File: src/hdl/cid_pkg.sv
// Shared types and constants for the compact index decoder.
package cid_pkg;

	localparam int unsigned MaxBytes = 5;
	localparam int unsigned CountW   = 3;
	localparam int unsigned MagW     = 31;
	localparam int unsigned ValueW   = 32;

	localparam logic [CountW-1:0] CountSat = 3'd6;
	localparam logic [CountW-1:0] CountMax = 3'd5;

	typedef enum logic [2:0] {
		ST_OK       = 3'd0,
		ST_TOO_LONG = 3'd1,
		ST_MID      = 3'd2,
		ST_OVERFLOW = 3'd3,
		ST_TRAILING = 3'd4
	} status_t;

	typedef struct packed {
		status_t            status;
		logic [ValueW-1:0]  value;
		logic [CountW-1:0]  byte_count;
	} result_t;

endpackage

File: src/hdl/compact_index_decoder_unit.sv
// Top level of the compact index decoder: byte stream in, one result per span out.
//
//  channel  | dir | payload                                | end marker
//  s_axis   | in  | tdata[7:0] data_byte                   | tlast = span_end
//  m_axis   | out | tuser status; tdata value, byte_count  | none
//
// One byte per cycle while s_tready is high; a span's result is registered into the
// output register, or the skid entry on a stall. Decode state sits in one register
// stage ahead of it; without a stall, throughput is set by the accumulator update alone.
// Reset clears the accumulator and empties the output stage.
// A stalled output fills a one-entry skid, after which s_tready drops.
module compact_index_decoder_unit (
	input  logic        clk,
	input  logic        arst_n,
	input  logic        s_tvalid,
	output logic        s_tready,
	input  logic [7:0]  s_tdata,   // [7:0] data_byte
	input  logic        s_tlast,   // span_end
	output logic        m_tvalid,
	input  logic        m_tready,
	output logic [39:0] m_tdata,   // [31:0] value, [34:32] byte_count, rest zero
	output logic [2:0]  m_tuser    // [2:0] status
);
	import cid_pkg::*;

	logic    accept;
	logic    res_valid;
	result_t res;
	result_t out_res;

	assign accept = s_tvalid && s_tready;

	cid_decode u_decode (
		.clk       (clk),
		.arst_n    (arst_n),
		.accept    (accept),
		.data_byte (s_tdata),
		.span_end  (s_tlast),
		.res_valid (res_valid),
		.res       (res)
	);

	cid_out_buf u_out_buf (
		.clk       (clk),
		.arst_n    (arst_n),
		.push      (res_valid),
		.push_data (res),
		.can_push  (s_tready),
		.out_valid (m_tvalid),
		.out_ready (m_tready),
		.out_data  (out_res)
	);

	assign m_tuser = out_res.status;
	assign m_tdata = {5'd0, out_res.byte_count, out_res.value};

endmodule

File: src/hdl/cid_decode.sv
// Per-byte decode: accumulator state and result formation at the end of a span.
module cid_decode (
	input  logic               clk,
	input  logic               arst_n,
	input  logic               accept,
	input  logic [7:0]         data_byte,
	input  logic               span_end,
	output logic               res_valid,
	output cid_pkg::result_t   res
);
	import cid_pkg::*;

	logic [MagW-1:0]   mag_q;
	logic              sign_q;
	logic [CountW-1:0] seen_q;
	logic              cont_q;
	status_t           err_q;

	logic [MagW-1:0]   mag_d;
	logic              sign_d;
	logic [CountW-1:0] seen_d;
	logic              cont_d;
	status_t           err_d;
	logic [6:0]        payload;
	logic [MagW-1:0]   placed;
	logic              ovf;
	status_t           status;
	logic [ValueW-1:0] value;

	assign payload = data_byte[6:0];

	// Place the 7 payload bits above those already taken; the fifth byte places only its low 4 and flags overflow
	always_comb begin
		placed = '0;
		ovf    = 1'b0;
		case (seen_q)
			3'd1: placed = {{(MagW-13){1'b0}}, payload, 6'd0};
			3'd2: placed = {{(MagW-20){1'b0}}, payload, 13'd0};
			3'd3: placed = {{(MagW-27){1'b0}}, payload, 20'd0};
			3'd4: begin
				ovf    = payload[6:4] != 3'd0;
				placed = {payload[3:0], 27'd0};
			end
			default: placed = '0;
		endcase
	end

	always_comb begin
		mag_d  = mag_q;
		sign_d = sign_q;
		cont_d = cont_q;
		err_d  = err_q;
		if (seen_q == '0) begin
			sign_d = data_byte[7];
			mag_d  = {{(MagW-6){1'b0}}, data_byte[5:0]};
			cont_d = data_byte[6];
		end else if (seen_q < CountMax) begin
			if (cont_q) begin
				if (ovf) begin
					if (err_q == ST_OK)
						err_d = ST_OVERFLOW;
				end else begin
					mag_d = mag_q | placed;
				end
				cont_d = data_byte[7];
			end else if (err_q == ST_OK) begin
				err_d = ST_TRAILING;
			end
		end
		seen_d = (seen_q >= CountMax) ? CountSat : seen_q + 3'd1;
	end

	always_comb begin
		if (seen_d > CountMax)
			status = ST_TOO_LONG;
		else if (cont_d)
			status = ST_MID;
		else
			status = err_d;
	end

	always_comb begin
		value = '0;
		if (status == ST_OK)
			value = sign_d ? (ValueW'(0) - {1'b0, mag_d}) : {1'b0, mag_d};
	end

	assign res_valid = accept && span_end;
	assign res       = {status, value, seen_d};

	always_ff @(posedge clk or negedge arst_n) begin
		if (!arst_n) begin
			mag_q  <= '0;
			sign_q <= 1'b0;
			seen_q <= '0;
			cont_q <= 1'b0;
			err_q  <= ST_OK;
		end else if (accept) begin
			if (span_end) begin
				mag_q  <= '0;
				sign_q <= 1'b0;
				seen_q <= '0;
				cont_q <= 1'b0;
				err_q  <= ST_OK;
			end else begin
				mag_q  <= mag_d;
				sign_q <= sign_d;
				seen_q <= seen_d;
				cont_q <= cont_d;
				err_q  <= err_d;
			end
		end
	end

endmodule

File: src/hdl/cid_out_buf.sv
// Output register with a skid entry so input is not tied to the output ready.
module cid_out_buf (
	input  logic               clk,
	input  logic               arst_n,
	input  logic               push,
	input  cid_pkg::result_t   push_data,
	output logic               can_push,
	output logic               out_valid,
	input  logic               out_ready,
	output cid_pkg::result_t   out_data
);
	import cid_pkg::*;

	logic    out_valid_q;
	logic    skid_valid_q;
	result_t out_q;
	result_t skid_q;
	logic    drain;

	assign drain     = !out_valid_q || out_ready;
	assign can_push  = !skid_valid_q;
	assign out_valid = out_valid_q;
	assign out_data  = out_q;

	always_ff @(posedge clk or negedge arst_n) begin
		if (!arst_n) begin
			out_valid_q  <= 1'b0;
			skid_valid_q <= 1'b0;
		end else if (drain) begin
			if (skid_valid_q) begin
				out_valid_q  <= 1'b1;
				skid_valid_q <= 1'b0;
			end else begin
				out_valid_q <= push;
			end
		end else if (push) begin
			skid_valid_q <= 1'b1;
		end
	end

	always_ff @(posedge clk) begin
		if (drain) begin
			if (skid_valid_q)
				out_q <= skid_q;
			else if (push)
				out_q <= push_data;
		end else if (push) begin
			skid_q <= push_data;
		end
	end

endmodule
File: config.mk
export PLATFORM = sky130hd
export DESIGN_NAME = compact_index_decoder_unit
export DESIGN_NICKNAME = d
export VERILOG_FILES = /design/src/hdl/cid_pkg.sv /design/src/hdl/compact_index_decoder_unit.sv /design/src/hdl/cid_decode.sv /design/src/hdl/cid_out_buf.sv
export SDC_FILE = /design/constraint.sdc
export NUM_CORES = 1
export LEC_CHECK = 0
export BUFFER_PORTS_ARGS = -buffer_cell sky130_fd_sc_hd__buf_2
export CORE_ASPECT_RATIO = 1.5
export CORE_MARGIN = 2
export CORE_UTILIZATION = 35
export CTS_CLUSTER_SIZE = 10
export DETAILED_ROUTE_END_ITERATION = 8
export PLACE_DENSITY_LB_ADDON = 0.05
export SLEW_MARGIN = 5
export SYNTH_ARGS = -nofsm -noshare
export SYNTH_HDL_FRONTEND = slang
export SYNTH_HIERARCHICAL = 1
export SYNTH_SLANG_ARGS = --single-unit
File: constraint.sdc
create_clock -name clk -period 5.1 [get_ports clk]
set_clock_uncertainty 0.1 [all_clocks]
set_input_delay 0.765 -clock clk [delete_from_list [all_inputs] [get_ports clk]]
set_output_delay 0.765 -clock clk [all_outputs]
set_load 0.02 [all_outputs]
==> impl_metrics.tcl <==
set metrics [dict create \
    synth_edf_count 76 \
    slew_headroom 0.2878 \
    grt_pass1_wl_um 26660 \
    worstPathRequired_ns 5.17 \
    synthArstFlopShare 0.3504 \
    grt_setup_unrepaired "false" \
    cts_root_buf "clkbuf_16" \
    drive_above_1_share 0.2350 \
    yosysWarnings 6 \
    crit_chain "inv_1, ha_1, and2b_1, nor2_1, a21oi_1, ha_1, nand4_1, a21o_1, nor2_2, a41oi_1, xnor2_1, nor2_1, mux2_2" \
    critPathKind "reg -> reg" \
    clock_latency_ns 0.42 \
    worstPathMaxFanout 18 \
    power_switching_uw 1096 \
    post_cts_buffers 0 \
    remaining_drc_errors 0 \
    power.density_nw_per_um2 475.6 \
    fin_tns_setup_ns 0 \
    avgViaCountPerCell 5.404 \
    ys_types 71 \
    synthesis.area_um2 6198 \
    grt_pass1_vias 4639 \
    drv_slew 0 \
    fill_cells 1689 \
    routedWlPerCell_um 19.57 \
    hold_path.class "reg -> reg" \
    htreeDepth 4 \
    switching_share 0.3204 \
    p_int_uw 2324 \
    syn-instance-count 560 \
    ys_seq_area_frac 0.5337 \
    antenna_cells 0 \
    clkTransAtPathRegs_ns 0.06 \
    nNetsFinal 623 \
    cts_buffers 17 \
    antenna_found_initial 0 \
    fmax_ghz 0.2455 \
    worstMarginPinSlew_ns 1.068 \
    port_buffers 52 \
    critPathArrivalTime_ns 4.15 \
    final_common_cell "nor2_1" \
    ant_nets 0 \
    vias 4485 \
    hpwl_um 10930 \
    regArea_um2 3308 \
    crit_path_max_incr_delay_ns 0.59 \
    comb_power_share 0.289 \
    initial_utilization 0.3573 \
    pwr-share-seq 0.351 \
    fin_crit_sh 0.7988 \
    period_minus_slack_ns 4.074 \
    row_count 59 \
    reg2reg_depth 13 \
    wirelength_um 16250 \
    die_w_um 112.7 \
    finalPower_uw 3419 \
    gp_congestion 0.8860 \
    ios 58 \
    grt_usage 0.1827 \
    cts_tree "built" \
    syn_avg_cell_area_um2 11.07 \
    clock_path_buffers 2 \
    core_um2 17350 \
    layout_common_cells "77 x nor2_1, 76 x edfxtp_1, 52 x buf_2" \
    ys_ff_latch 117 \
    maxCapViolCount 0 \
    ys.flop_type "edfxtp_1" \
    pwr-share-clk 0.360 \
    area_growth_pct 15.99 \
    critPathLaunchType "flip-flop" \
    grt_overflow_total 0 \
    multi_input_comb_area_um2 2539 \
    postCtsHoldBufs 0 \
    setup_viol 0 \
    status "complete, no violations" \
    grt_max_degree 42 \
    hold_viol_final 0 \
    drtPass1Iterations 4 \
    post-place-cells 798 \
    numClockSinks 117 \
    cp-end-kind "flip-flop" \
    dieArea_um2 18810 \
    cts_resized 0 \
    min_path_cells 2 \
    peakVddDrop_uv 215.6 \
    final-instance-count-excl-fill 830 \
    p_leak_uw 0.002799 \
    die_h_um 167.0 \
    slowest_stage "and2b_1" \
    drtIter0Drc 360 \
]
==> area by class of cell <==
cell class              instances  area share
flip-flops and latches        117      0.4601
multi-input cells             370      0.3531
clock buffers                  19     0.06022
repair buffers                 61     0.04734
well taps                     213     0.03707
clock inverters                13     0.02280
inverters                      37     0.01932
==> critical path: cells and delay by family, from the launching register on <==
family	cells	cell delay, ns
AND/OR/NAND/NOR	5	1.22
adder cells (fa/ha/maj)	2	0.72
AO/OA/AOI/OAI	3	0.73
buffers and inverters	1	0.14
XOR/XNOR	1	0.19
flip-flops	1	0.45
multiplexers	1	0.28
==> synth_stat cells, types with 12 or more instances <==
library cell,number,area [um^2]
nor2_1,77,289.0
edfxtp_1,76,2282
dfrtp_1,41,1026
mux2_2,38,427.9
inv_1,37,138.9
a21oi_1,30,150.1
nand2_1,27,101.4
xnor2_1,18,157.7
o22ai_1,17,106.4
o21ai_0,14,70.07
buf_2,12,60.06
clkbuf_1,12,45.04
==> layer usage <==
layer / global-route usage / share of wire
met5: 0 / 0
met4: 0.07423 / 0.021
met3: 0.03348 / 0.037
met2: 0.3090 / 0.51
met1: 0.2291 / 0.43
==> path summary, 6_finish.rpt <==
path,startpoint,to,slack (ns)
hold / removal,u_decode/mag_q[7],u_decode/mag_q[7],0.43
min in group asynchronous,arst_n,u_decode/mag_q[0],0.45
setup / recovery,u_decode/seen_q[0],u_out_buf/out_data[29],1.03
max in group asynchronous,arst_n,u_decode/mag_q[24],3.80
hold reg to reg,u_decode/mag_q[7],u_decode/mag_q[7],0.43
setup reg to reg,u_decode/seen_q[0],u_out_buf/out_data[29],1.03
==> sequential cells by signal (all words and copies together), names as in the netlist <==
signal                  cells
u_decode/sign_q             1
u_out_buf/out_data         38
u_out_buf/out_valid         1
u_out_buf/skid_valid_q      1
u_decode/err_q              3
u_out_buf/skid_q           38
u_decode/cont_q             1
u_decode/mag_q             31
u_decode/seen_q             3
==> stage by stage <==
stage | hold slack (ns) | worst slack, ns | util | cell area, um^2
2_1_floorplan | 0.3694 | 1.168 | - | 6213
3_3_place_gp | 0.4106 | 1.209 | 0.3800 | 6593
3_5_place_dp | 0.4106 | 1.039 | 0.3800 | 6593
4_1_cts | 0.4226 | 1.041 | 0.4144 | 7189
5_1_grt | 0.4511 | 0.7642 | 0.4144 | 7189
6_report | 0.4252 | 1.026 | 0.4144 | 7189
==> cells by family after synthesis <==
group	Yosys count	share of synthesized area
other	1	0.0006050
buffers and inverters	77	0.06116
xor gates and xnor gates	29	0.04098
DFF	117	0.5337
adders and majority gates	6	0.01211
muxes	45	0.08034
and+or+nand+nor	159	0.1284
AOI/OAI and AO/OA	126	0.1427
==> power groups by stage <==
| stage | Clock [uW] | Sequential, uW | Combinational, uW |
|---|---|---|---|
| final | 1230 | 1200 | 987 |
| after global routing | 1300 | 1210 | 1100 |
| after CTS | 1260 | 1200 | 999 |
| after detailed placement | 0 | 1220 | 994 |
| after global placement | 0 | 1220 | 991 |
| after floorplan | 0 | 1250 | 711 |
Power figures use the tool's default switching activity.
